<file path="src/design/rpg_pkg.sv">
// shared types, register codes and helper functions for the pixel glitch stream
`default_nettype none

package rpg_pkg;

	// configuration register indexes
	localparam int unsigned CfgIndexWidth = 3;
	localparam logic [CfgIndexWidth-1:0] REG_ENABLE      = 3'd0;
	localparam logic [CfgIndexWidth-1:0] REG_MODE        = 3'd1;
	localparam logic [CfgIndexWidth-1:0] REG_THRESHOLD   = 3'd2;
	localparam logic [CfgIndexWidth-1:0] REG_SEED        = 3'd3;
	localparam logic [CfgIndexWidth-1:0] REG_BEAT_SOURCE = 3'd4;

	// glitch mode codes
	localparam logic [1:0] MODE_FLIP  = 2'd0;
	localparam logic [1:0] MODE_NOISE = 2'd1;
	localparam logic [1:0] MODE_BEAT  = 2'd2;

	// reset values
	localparam logic [31:0] SEED_DEFAULT      = 32'd12345;
	localparam logic [31:0] THRESHOLD_DEFAULT = 32'h8000_0000;

	// live configuration seen by the glitch engine
	typedef struct packed {
		logic        enable;
		logic [1:0]  mode;
		logic [31:0] threshold;
		logic        beat_source;
	} cfg_t;

	// one xorshift step, shifts 13, 17, 5
	function automatic logic [31:0] xorshift32(input logic [31:0] x);
		logic [31:0] t;
		begin
			t = x ^ (x << 13);
			t = t ^ (t >> 17);
			t = t ^ (t << 5);
			return t;
		end
	endfunction

	// true when value mod 120 is zero: low three bits clear and value mod 15 zero
	function automatic logic is_mod120_zero(input logic [31:0] v);
		logic [6:0] nib_sum;
		logic [4:0] fold;
		begin
			nib_sum = '0;
			for (int i = 0; i < 8; i++) begin
				nib_sum = nib_sum + {3'b000, v[4*i +: 4]};
			end
			fold = {2'b00, nib_sum[6:4]} + {1'b0, nib_sum[3:0]};
			return (v[2:0] == 3'b000) && ((fold == 5'd0) || (fold == 5'd15));
		end
	endfunction

	// add a signed offset to a channel and clamp to 0..255
	function automatic logic [7:0] clamp_add(input logic [7:0] ch, input logic [7:0] off);
		logic signed [9:0] sum;
		begin
			sum = $signed({2'b00, ch}) + $signed({{2{off[7]}}, off});
			if (sum[9]) begin
				return 8'd0;
			end else if (sum[8]) begin
				return 8'd255;
			end else begin
				return sum[7:0];
			end
		end
	endfunction

endpackage

`default_nettype wire

</file>
<file path="src/design/rpg_cfg_regs.sv">
// configuration register bank with seed load strobe
`default_nettype none

module rpg_cfg_regs (
	input  wire logic                               clk,
	input  wire logic                               arst_n,
	input  wire logic                               cfg_write,
	input  wire logic [rpg_pkg::CfgIndexWidth-1:0]  cfg_index,
	input  wire logic [31:0]                        cfg_data,
	output rpg_pkg::cfg_t                           cfg,
	output logic                                    seed_load
);
	import rpg_pkg::*;

	logic        enable_q;
	logic [1:0]  mode_q;
	logic [31:0] threshold_q;
	logic        beat_source_q;

	// register writes, unknown indexes ignored
	always_ff @(posedge clk or negedge arst_n) begin
		if (!arst_n) begin
			enable_q      <= 1'b1;
			mode_q        <= MODE_FLIP;
			threshold_q   <= THRESHOLD_DEFAULT;
			beat_source_q <= 1'b0;
		end else if (cfg_write) begin
			unique case (cfg_index)
				REG_ENABLE:      enable_q      <= cfg_data[0];
				REG_MODE:        mode_q        <= cfg_data[1:0];
				REG_THRESHOLD:   threshold_q   <= cfg_data;
				REG_BEAT_SOURCE: beat_source_q <= cfg_data[0];
				default: ;
			endcase
		end
	end

	// seed write goes straight into the generator state
	assign seed_load = cfg_write && (cfg_index == REG_SEED);

	assign cfg.enable      = enable_q;
	assign cfg.mode        = mode_q;
	assign cfg.threshold   = threshold_q;
	assign cfg.beat_source = beat_source_q;

endmodule

`default_nettype wire

</file>
<file path="src/design/rpg_engine.sv">
// glitch engine: generator state, beat decision and per-pixel glitch logic
`default_nettype none

module rpg_engine (
	input  wire logic          clk,
	input  wire logic          arst_n,
	input  wire rpg_pkg::cfg_t cfg,
	input  wire logic          seed_load,
	input  wire logic [31:0]   seed,
	input  wire logic          fire,
	input  wire logic [7:0]    red,
	input  wire logic [7:0]    green,
	input  wire logic [7:0]    blue,
	input  wire logic          frame_start,
	input  wire logic [31:0]   frame_number,
	input  wire logic          on_beat,
	output logic [7:0]         red_glitch,
	output logic [7:0]         green_glitch,
	output logic [7:0]         blue_glitch
);
	import rpg_pkg::*;

	logic [31:0] prng_q;
	logic        beat_held_q;
	logic        frame_glitch_q;

	logic        active;
	logic [31:0] word1;
	logic [31:0] word2;
	logic        hit1;
	logic        beat_eval;
	logic        frame_glitch_d;
	logic        beat_held_d;
	logic        flip;
	logic        noise;
	logic [31:0] prng_d;
	logic [7:0]  offset;

	// two chained generator steps and the first-word trigger
	assign active = cfg.enable && (cfg.threshold != 32'd0);
	assign word1  = xorshift32(prng_q);
	assign word2  = xorshift32(word1);
	assign hit1   = word1 < cfg.threshold;
	assign beat_eval = active && (cfg.mode == MODE_BEAT) && frame_start;

	// frame decision at frame start in beat mode
	always_comb begin
		frame_glitch_d = frame_glitch_q;
		beat_held_d    = beat_held_q;
		if (beat_eval) begin
			if (cfg.beat_source) begin
				frame_glitch_d = on_beat && !beat_held_q;
				beat_held_d    = on_beat;
			end else begin
				frame_glitch_d = is_mod120_zero(frame_number);
			end
		end
	end

	// glitch selection and next generator word
	always_comb begin
		flip   = 1'b0;
		noise  = 1'b0;
		prng_d = prng_q;
		if (active) begin
			unique case (cfg.mode)
				MODE_FLIP: begin
					flip   = hit1;
					prng_d = word1;
				end
				MODE_NOISE: begin
					noise  = hit1;
					prng_d = hit1 ? word2 : word1;
				end
				MODE_BEAT: begin
					flip   = frame_glitch_d && hit1;
					prng_d = frame_glitch_d ? word1 : prng_q;
				end
				default: ;
			endcase
		end
	end

	// low byte minus 128 is the low byte with its top bit inverted
	assign offset = {~word2[7], word2[6:0]};

	// pixel result
	always_comb begin
		red_glitch   = red;
		green_glitch = green;
		blue_glitch  = blue;
		if (flip) begin
			red_glitch   = ~red;
			green_glitch = ~green;
			blue_glitch  = ~blue;
		end else if (noise) begin
			red_glitch   = clamp_add(red, offset);
			green_glitch = clamp_add(green, offset);
			blue_glitch  = clamp_add(blue, offset);
		end
	end

	// state update once per pixel leaving the input stage; seed load wins
	always_ff @(posedge clk or negedge arst_n) begin
		if (!arst_n) begin
			prng_q         <= SEED_DEFAULT;
			beat_held_q    <= 1'b0;
			frame_glitch_q <= 1'b0;
		end else if (seed_load) begin
			prng_q <= seed;
		end else if (fire) begin
			prng_q         <= prng_d;
			beat_held_q    <= beat_held_d;
			frame_glitch_q <= frame_glitch_d;
		end
	end

endmodule

`default_nettype wire

</file>
<file path="src/design/random_pixel_glitch_stream_core.sv">
// top level: input stage, glitch engine and result register
// path: input stage, combinational engine, then the result register that drives out_valid
// throughput: one pixel per unstalled clock, up to two generator steps in that cycle
// a stalled output holds one result while the input stage holds one more pixel
// reset: registers take their listed reset values, generator state loads 12345,
// beat state clears, both pipeline stages empty
`default_nettype none

module random_pixel_glitch_stream_core (
	input  wire logic                               clk,
	input  wire logic                               arst_n,
	input  wire logic                               cfg_write,
	input  wire logic [rpg_pkg::CfgIndexWidth-1:0]  cfg_index,
	input  wire logic [31:0]                        cfg_data,
	input  wire logic                               in_valid,
	output logic                                    in_ready,
	input  wire logic [7:0]                         red_in,
	input  wire logic [7:0]                         green_in,
	input  wire logic [7:0]                         blue_in,
	input  wire logic                               frame_start,
	input  wire logic [31:0]                        frame_number,
	input  wire logic                               on_beat,
	output logic                                    out_valid,
	input  wire logic                               out_ready,
	output logic [7:0]                              red_out,
	output logic [7:0]                              green_out,
	output logic [7:0]                              blue_out
);
	import rpg_pkg::*;

	cfg_t        cfg;
	logic        seed_load;

	logic        valid_s1;
	logic [7:0]  red_s1;
	logic [7:0]  green_s1;
	logic [7:0]  blue_s1;
	logic        frame_start_s1;
	logic [31:0] frame_number_s1;
	logic        on_beat_s1;

	logic        out_valid_q;
	logic [7:0]  red_q;
	logic [7:0]  green_q;
	logic [7:0]  blue_q;

	logic        stall;
	logic        fire;
	logic [7:0]  red_glitch;
	logic [7:0]  green_glitch;
	logic [7:0]  blue_glitch;

	rpg_cfg_regs u_cfg (
		.clk       (clk),
		.arst_n    (arst_n),
		.cfg_write (cfg_write),
		.cfg_index (cfg_index),
		.cfg_data  (cfg_data),
		.cfg       (cfg),
		.seed_load (seed_load)
	);

	// pipeline flow control
	assign stall    = out_valid_q && !out_ready;
	assign fire     = valid_s1 && !stall;
	assign in_ready = !valid_s1 || !stall;

	// input stage
	always_ff @(posedge clk or negedge arst_n) begin
		if (!arst_n) begin
			valid_s1 <= 1'b0;
		end else if (in_ready) begin
			valid_s1 <= in_valid;
		end
	end

	always_ff @(posedge clk) begin
		if (in_ready && in_valid) begin
			red_s1          <= red_in;
			green_s1        <= green_in;
			blue_s1         <= blue_in;
			frame_start_s1  <= frame_start;
			frame_number_s1 <= frame_number;
			on_beat_s1      <= on_beat;
		end
	end

	rpg_engine u_engine (
		.clk          (clk),
		.arst_n       (arst_n),
		.cfg          (cfg),
		.seed_load    (seed_load),
		.seed         (cfg_data),
		.fire         (fire),
		.red          (red_s1),
		.green        (green_s1),
		.blue         (blue_s1),
		.frame_start  (frame_start_s1),
		.frame_number (frame_number_s1),
		.on_beat      (on_beat_s1),
		.red_glitch   (red_glitch),
		.green_glitch (green_glitch),
		.blue_glitch  (blue_glitch)
	);

	// result register
	always_ff @(posedge clk or negedge arst_n) begin
		if (!arst_n) begin
			out_valid_q <= 1'b0;
		end else if (!stall) begin
			out_valid_q <= valid_s1;
		end
	end

	always_ff @(posedge clk) begin
		if (fire) begin
			red_q   <= red_glitch;
			green_q <= green_glitch;
			blue_q  <= blue_glitch;
		end
	end

	assign out_valid = out_valid_q;
	assign red_out   = red_q;
	assign green_out = green_q;
	assign blue_out  = blue_q;

	// input side only backs up when both stages are full and the output stalls
	a_ready_only_when_full: assert property (@(posedge clk) disable iff (!arst_n)
		!in_ready |-> (valid_s1 && out_valid_q))
		else $error("in_ready low with a free stage");

	// a pixel leaving the input stage appears as a result next cycle
	a_fire_to_result: assert property (@(posedge clk) disable iff (!arst_n)
		fire |=> out_valid_q)
		else $error("fired pixel did not reach the result register");

	// an accepted beat lands in the input stage
	a_accept_to_s1: assert property (@(posedge clk) disable iff (!arst_n)
		(in_valid && in_ready) |=> valid_s1)
		else $error("accepted beat lost before the input stage");

	// a stalled result stays valid and never moves
	a_stall_holds_result: assert property (@(posedge clk) disable iff (!arst_n)
		stall |=> (out_valid_q && $stable(red_q) && $stable(green_q) && $stable(blue_q)))
		else $error("result changed while stalled");

endmodule

`default_nettype wire
</file>
<file path="config.mk">
export PLATFORM = sky130hd
export DESIGN_NAME = random_pixel_glitch_stream_core
export DESIGN_NICKNAME = d
export VERILOG_FILES = /design/src/design/rpg_pkg.sv /design/src/design/rpg_cfg_regs.sv /design/src/design/rpg_engine.sv /design/src/design/random_pixel_glitch_stream_core.sv
export SDC_FILE = /design/constraint.sdc
export NUM_CORES = 1
export LEC_CHECK = 0
export ABC_CLOCK_PERIOD_IN_PS = 6500
export BUFFER_PORTS_ARGS = -buffer_cell sky130_fd_sc_hd__buf_2
export CAP_MARGIN = 20
export CORE_MARGIN = 8
export CORE_UTILIZATION = 34
export DETAILED_ROUTE_END_ITERATION = 7
export GPL_ROUTABILITY_DRIVEN = 0
export MAX_ROUTING_LAYER = met4
export SLEW_MARGIN = 20
export SYNTH_ARGS = -nofsm -noshare
export SYNTH_HDL_FRONTEND = slang
export SYNTH_SLANG_ARGS = --single-unit
</file>
<file path="constraint.sdc">
create_clock -name clk -period 6.5 [get_ports clk]
set_clock_uncertainty 0.15 [all_clocks]
set_input_delay 0.325 -clock clk [delete_from_list [all_inputs] [get_ports clk]]
set_output_delay 0.325 -clock clk [all_outputs]
set_load 0.01 [all_outputs]
</file>
; Word level (Yosys, flattened, before mapping)
; Cells that the tools add are included.
[totals]
input_bits = 98
out_inout_bits = 26
word_cells = 104
register_bits = 154
[classes]
n_bitwise = 11
magnitude_cmp = 1
n_eq_ne = 8
n_mux = 24
reduce_logical = 31
add_sub_neg = 11
[ops]
columns = operator, count
row1 = two-way mux 32 bit, 5
row2 = bitwise XOR 32 bit, 4
row3 = two-way mux 8 bit, 12
row4 = one-hot mux 32 bit (3 select lines), 1
row5 = bitwise XOR 32 x 15 -> 32 bit, 2
row6 = adder 7 x 4 -> 7 bit, 6
row7 = < comparator 32 bit, 1
row8 = nonzero test 32 bit, 1
row9 = adder 9 x 8 -> 10 bit, 3
row10 = inverter 8 bit, 3
row11 = logical AND 1 bit, 10
row12 = AND reduction 2 bit, 5
row13 = AND reduction 4 bit, 2
row14 = == test 3 x 2 -> 1 bit (second input constant), 2
row15 = logical NOT 3 bit, 2
row16 = adder 3 x 4 -> 5 bit, 1
row17 = adder 4 x 4 -> 5 bit, 1
row18 = == test 5 x 4 -> 1 bit (second input constant), 1
row19 = logical NOT 5 bit, 1
row20 = two-way mux 1 bit, 5
row21 = logical NOT 1 bit, 4
row22 = nonzero test 2 bit, 2
row23 = nonzero test 4 bit, 1
row24 = == test 3 x 1 -> 1 bit (second input constant), 1
row25 = 8 further kinds, 10

; Depth between registers and ports, before layout
[logic_depth]
word_depth = 18
depth_mapped = 26
depth_no_buf = 24

; Cells and area by module
; Synthesis repeated with hierarchy kept, for this count alone.
[hier_totals]
hier_cells = 977
area_unflattened_um2 = 10990.5
[modules_own_cells]
columns = mod, cells_per_inst, instances, seq_area_each_um2, area_per_inst_um2
row1 = rpg_engine, 804, 1, 858.3, 6865.3
row2 = random_pixel_glitch_stream_core, 90, 1, 2512.4, 2566.2
row3 = rpg_cfg_regs, 83, 1, 903.4, 1559.0

; Least setup slack after synthesis
; No wires, ideal clock.
[synth_path]
path_type = flip-flop to flip-flop
from = register frame_number_s1[0]
to = register blue_q[1] (netlist: blue_out[1]) (data pin)
t_required_ps = 6084
n_path_buf = 2
slack_ps = -49
period_less_slack_ps = 6549
t_arrival_ps = 6133
setup_time_ps = 266
stages_incl_launch_ff = 26
path_cell_list = edfxtp_1 ha_1 fa_1 xor2_1 fa_1 inv_1 fa_1 fa_1 fa_1 inv_1 fa_1 a21oi_1 nor2_1 nor2_1 xnor2_1 ha_1 a21o_1 a21oi_1 xor2_1 mux2_2 and3_1 and2_1 clkbuf_1 clkbuf_1 mux2i_1 o21ai_1
[synth_via]
elab_chain_len = 17
word_cells_on_any_way = 19
cone_classes = 8 x add/sub / 1 x eq/ne / 5 x mux / 5 x reduce/logical
[synth_rtl]
columns = item, line
row1 = from (decl), random_pixel_glitch_stream_core.sv:39  ; logic [31:0] frame_number_s1;
row2 = from (signal assigned), random_pixel_glitch_stream_core.sv:83  ; frame_number_s1 <= frame_number;
row3 = adder 4 x 4 -> 5 bit, rpg_pkg.sv:49  ; nib_sum = nib_sum + {3'b000, v[4*i +: 4]};
row4 = adder 7 x 4 -> 7 bit (6 in a row), rpg_pkg.sv:49
row5 = adder 3 x 4 -> 5 bit, rpg_pkg.sv:51  ; fold = {2'b00, nib_sum[6:4]} + {1'b0, nib_sum[3:0]};
row6 = == test 5 x 4 -> 1 bit / logical NOT 5 bit (equally long branches), rpg_pkg.sv:52  ; return (v[2:0] == 3'b000) && ((fold == 5'd0) || (fold == 5'd15));
row7 = logical OR 1 bit, rpg_pkg.sv:52
row8 = logical AND 1 bit (*), rpg_pkg.sv:52
row9 = two-way mux 1 bit (*), rpg_engine.sv:51  ; if (cfg.beat_source) begin
row10 = two-way mux 1 bit (*), rpg_engine.sv:50  ; if (beat_eval) begin
row11 = logical AND 1 bit (*), rpg_engine.sv:76  ; flip = frame_glitch_d && hit1;
row12 = one-hot mux 1 bit (2 select lines) (*), rpg_engine.sv:66  ; unique case (cfg.mode)
row13 = two-way mux 1 bit (*), rpg_engine.sv:65  ; if (active) begin
row14 = two-way mux 8 bit (*), rpg_engine.sv:92  ; if (flip) begin
row15 = via blue_glitch[1], random_pixel_glitch_stream_core.sv:51  ; logic [7:0] blue_glitch;
row16 = to (signal assigned), random_pixel_glitch_stream_core.sv:119  ; blue_q <= blue_glitch;
row17 = to (decl), random_pixel_glitch_stream_core.sv:45  ; logic [7:0] blue_q;
; Mark *: on every way through the listed nets, which the timed path passes. The rest lies on a longest branch.
; A chain may end at the register's enable or synchronous reset.

; Worst setup path after layout
[layout_path]
from = register frame_number_s1[0]
to = register green_q[6] (netlist: green_out[6]) (data pin)
[layout_via]
elab_chain_len = 17
word_cells_on_any_way = 19
cone_classes = 8 x add/sub / 1 x eq/ne / 5 x mux / 5 x reduce/logical
[layout_rtl]
columns = item, line
row1 = adder 4 x 4 -> 5 bit, rpg_pkg.sv:49
row2 = adder 7 x 4 -> 7 bit (6 in a row), rpg_pkg.sv:49
row3 = adder 3 x 4 -> 5 bit, rpg_pkg.sv:51
row4 = == test 5 x 4 -> 1 bit / logical NOT 5 bit (equally long branches), rpg_pkg.sv:52
row5 = logical OR 1 bit, rpg_pkg.sv:52
row6 = logical AND 1 bit (*), rpg_pkg.sv:52
row7 = two-way mux 1 bit (*), rpg_engine.sv:51
row8 = two-way mux 1 bit (*), rpg_engine.sv:50
row9 = logical AND 1 bit (*), rpg_engine.sv:76
row10 = one-hot mux 1 bit (2 select lines) (*), rpg_engine.sv:66
row11 = two-way mux 1 bit (*), rpg_engine.sv:65
row12 = two-way mux 8 bit (*), rpg_engine.sv:92
row13 = via green_glitch[6], random_pixel_glitch_stream_core.sv:50  ; logic [7:0] green_glitch;
row14 = to (signal assigned), random_pixel_glitch_stream_core.sv:118  ; green_q <= green_glitch;
row15 = to (decl), random_pixel_glitch_stream_core.sv:44  ; logic [7:0] green_q;
; Marked as above.

==> impl_metrics.csv <==
group,metric,value,unit
clock_network,cts_made_buffers,17,
logic_synthesis,synth-edff-count,82,
setup_path,crit_family,"adder cells",
logic_synthesis,avgSynthCellArea,10.5,um^2
setup_path,crit_path_max_incr_delay,530,ps
route,drt_iter0_markers,483,
setup_path,cp-end-kind,"flop",
setup_path,arrival,6500,ps
final_layout,final_util,44.1,%
setup_path,r2r_start,"frame_number_s1[0]",
setup_path,required,6530,ps
floorplanning,die_h,192,um
floorplanning,io_pins,124,
logic_synthesis,yosys.area.top_type,"edfxtp_1",
clock_network,clock_sinks,154,
global_routing,grt_usage,16.9,%
clock_network,cts_tree,"done",
route,route.detailed.drc,0,
clock_network,path_clk_slew,80,ps
floorplanning,dieWidth,192,um
logic_synthesis,yosysSeqAreaShare,40.8,%
logic_synthesis,synth.cell_area,10500,um^2
setup_path,worstSetupPathType,"flop to flop",
global_routing,antenna_found_initial,0,
route,vias,8157,
global_routing,grt_max_degree,73,
global_routing,gr-total-overflow,0,
timing,setup_viol,0,
logic_synthesis,ys_types,54,
timing,fin_crit_sh,99.5,%
floorplanning,rows,64,
route,postRouteAntennaNets,0,
clock_network,insertion_delay,450,ps
place,place_hpwl,21500,um
logic_synthesis,synth_most_common_cell,"xnor2_1",
timing,timing.fmax,155,MHz
logic_synthesis,synth_warnings,0,
global_routing,grt_pass1_vias,8430,
clock_network,clockBufferDepth,2,
place,place_inst,1512,
logic_synthesis,yosysTopAreaCellShare,23.5,%
final_layout,fillers,2888,
final_layout,area_delta_synth_final,28.0,%
setup_path,cpMaxStageDelayCell,"fa_1",
status,status,"finished, violations left",
route,wl,29900,um
place,numPortBuffers,123,
final_layout,drive_above_1_share,20.1,%
timing,whs,-65.3,ps
final_layout,instances_no_fill,1644,
final_layout,num_antenna_cells,0,
setup_path,crit_path_start_kind,"flop",
timing,rsz0062_at_grt,"true",
clock_network,cts_root_buf,"clkbuf_16",
timing,tns,0,ps
logic_synthesis,yosys-top-cells-count,"xnor2_1 (101), edfxtp_1 (82), inv_1 (81), ha_1 (76), nand2_1 (70)",
timing,finalCriticalPeriod,6470,ps
final_layout,multi_input_area,5910,um^2
status,violations,"negative hold slack",
floorplanning,core-area,30400,um^2
setup_path,path_buf_inv,3,
final_layout,nets,1432,
route,viasPerCell,4.96,
logic_synthesis,async_flop_share,46.8,%
floorplanning,start_util,34.4,%
setup_path,crit_top_cell,"fa_1",
setup_path,path_max_fanout,12,
setup_path,crit_chain,"ha_2 > fa_2 > xor2_2 > fa_1 > inv_2 > fa_1 > fa_1 > fa_1 > inv_2 > fa_2 > a21oi_2 > nor2_2 > nor2_2 > xnor2_2 > ha_1 > a21o_1 > a21oi_2 > xor2_2 > mux2_4 > and3_4 > and2_4 > clkbuf_16 > mux2i_1 > o21ai_1",
timing,slew_headroom,32.4,%
setup_path,startpoint,"frame_number_s1[0]",
timing,hold_viol,28,
logic_synthesis,syn_inst,1002,
route,wl_per_cell,18.2,um
global_routing,grt_pass1_wl,46600,um
timing,report.final.slew_viol_count,0,
final_layout,seq_area,4270,um^2
clock_network,h-tree-depth,4,
logic_synthesis,synth_seq_cells,154,
run,cap_violations,0,
floorplanning,dieArea,36700,um^2
logic_synthesis,synth_area_leaders,"edfxtp_1 (24%), dfrtp_1 (15%), ha_1 (9.1%)",
timing,tightest_slew,1010,ps
logic_synthesis,synthFlopType,"edfxtp_1",
route,drt_first_pass_iters,5,
min_path,hold_path_class,"primary input to async pin",
logic_synthesis,syn_nets,1199,
## path summary, 6_finish.rpt
check                           slack (ps)  cells past startpoint                     to
worst max-delay path                    30                     24           green_out[6]
worst min-delay path                   -70                      2  u_cfg.threshold_q[12]
worst max register to register          30                     24           green_out[6]
worst min register to register         350                      1              out_valid
max in group asynchronous             5570                      2  u_cfg.threshold_q[30]
min in group clk                        20                      3    u_engine.prng_q[24]
## area by class of cell
cell class | count | area share, %
inverter | 81 | 2.27
tap | 396 | 3.69
multi-input combinational | 735 | 44.1
sequential | 154 | 31.9
timing repair buffer | 246 | 13.7
clock inverter | 14 | 1.02
clock buffer | 18 | 3.36
## metrics by stage
step | setup WS [ps] | cell area (um^2)
after floorplan | 25.8 | 10500
after global placement | -22.3 | 11700
after detailed placement | -190 | 11700
after CTS | -5.02 | 13300
after global routing | -174 | 13400
final | 33.1 | 13400
## state kept, by name (all words and copies together), names as in the netlist, 2 cells and up
register           flops
blue_out               8
blue_s1                8
frame_number_s1       32
green_out              8
green_s1               8
red_out                8
red_s1                 8
u_cfg.mode_q           2
u_cfg.threshold_q     32
u_engine.prng_q       32
## layer usage
| layer | wire length [um] | up-vias | share of wire [%] | global-route usage (%) |
|---|---|---|---|---|
| li1 | - | 3967 | - | - |
| met1 | 13300 | 3929 | 45 | 21.3 |
| met2 | 14200 | 222 | 48 | 27.0 |
| met3 | 1560 | 39 | 5.2 | 3.01 |
| met4 | 793 | 0 | 2.7 | 6.34 |
| met5 | 0 | - | 0 | - |
## what timing repair did
item,in CTS,in global routing
gates cloned,0,2
pin swaps,6,27
hold endpoints to repair,104,0
hold buffers,90,0
resized for setup,8,19
buffers inserted,6,2
endpoints found under the setup margin,38,57
## layout by cell type, fill, tap and decap left out, types with 6 or more instances in the layout
master | netlist | routed
a211oi_1 | 6 | 6
a21o_1 | 20 | 20
a21oi_1 | 61 | 55
a21oi_2 | 0 | 6
and3_1 | 22 | 21
buf_2 | 2 | 123
buf_4 | 1 | 27
clkbuf_16 | 0 | 20
dfrtp_1 | 64 | 64
dfstp_2 | 8 | 8
dlygate4sd3_1 | 0 | 90
edfxtp_1 | 82 | 82
fa_1 | 23 | 20
ha_1 | 76 | 72
inv_1 | 81 | 79
inv_6 | 0 | 7
mux2_2 | 7 | 6
mux2i_1 | 31 | 30
nand2_1 | 70 | 70
nand3_1 | 23 | 23
nand4_1 | 6 | 6
nor2_1 | 31 | 27
nor3_1 | 8 | 7
nor4_1 | 10 | 10
o211ai_1 | 17 | 17
o21a_1 | 6 | 6
o21ai_0 | 57 | 57
o21ai_1 | 52 | 52
o21bai_1 | 6 | 6
xnor2_1 | 101 | 100
xnor2_2 | 9 | 10
xor2_1 | 54 | 51
xor2_2 | 3 | 6
## worst register-to-register path: stages (launching register included)
cell	delay (ps)
edfxtp_1	400
ha_2	210
fa_2	390
xor2_2	170
fa_1	530
inv_2	40
fa_1	520
fa_1	440
fa_1	510
inv_2	60
fa_2	350
a21oi_2	150
nor2_2	50
nor2_2	120
xnor2_2	160
ha_1	280
a21o_1	210
a21oi_2	170
xor2_2	200
mux2_4	330
and3_4	180
and2_4	190
clkbuf_16	180
mux2i_1	130
o21ai_1	90
## cell families after synthesis
logic type | after synthesis | synth area share (%)
xor gates and xnor gates | 173 | 16.3
and+or+nand+nor | 187 | 8.49
AOI/OAI and AO/OA | 238 | 13.1
buffers and inverters | 113 | 4.11
muxes | 38 | 3.71
adders and majority gates | 99 | 13.5
DFF | 154 | 40.8
Power is not shown: default switching activity piles up to over one toggle a cycle in this logic, so the estimate is an artifact.
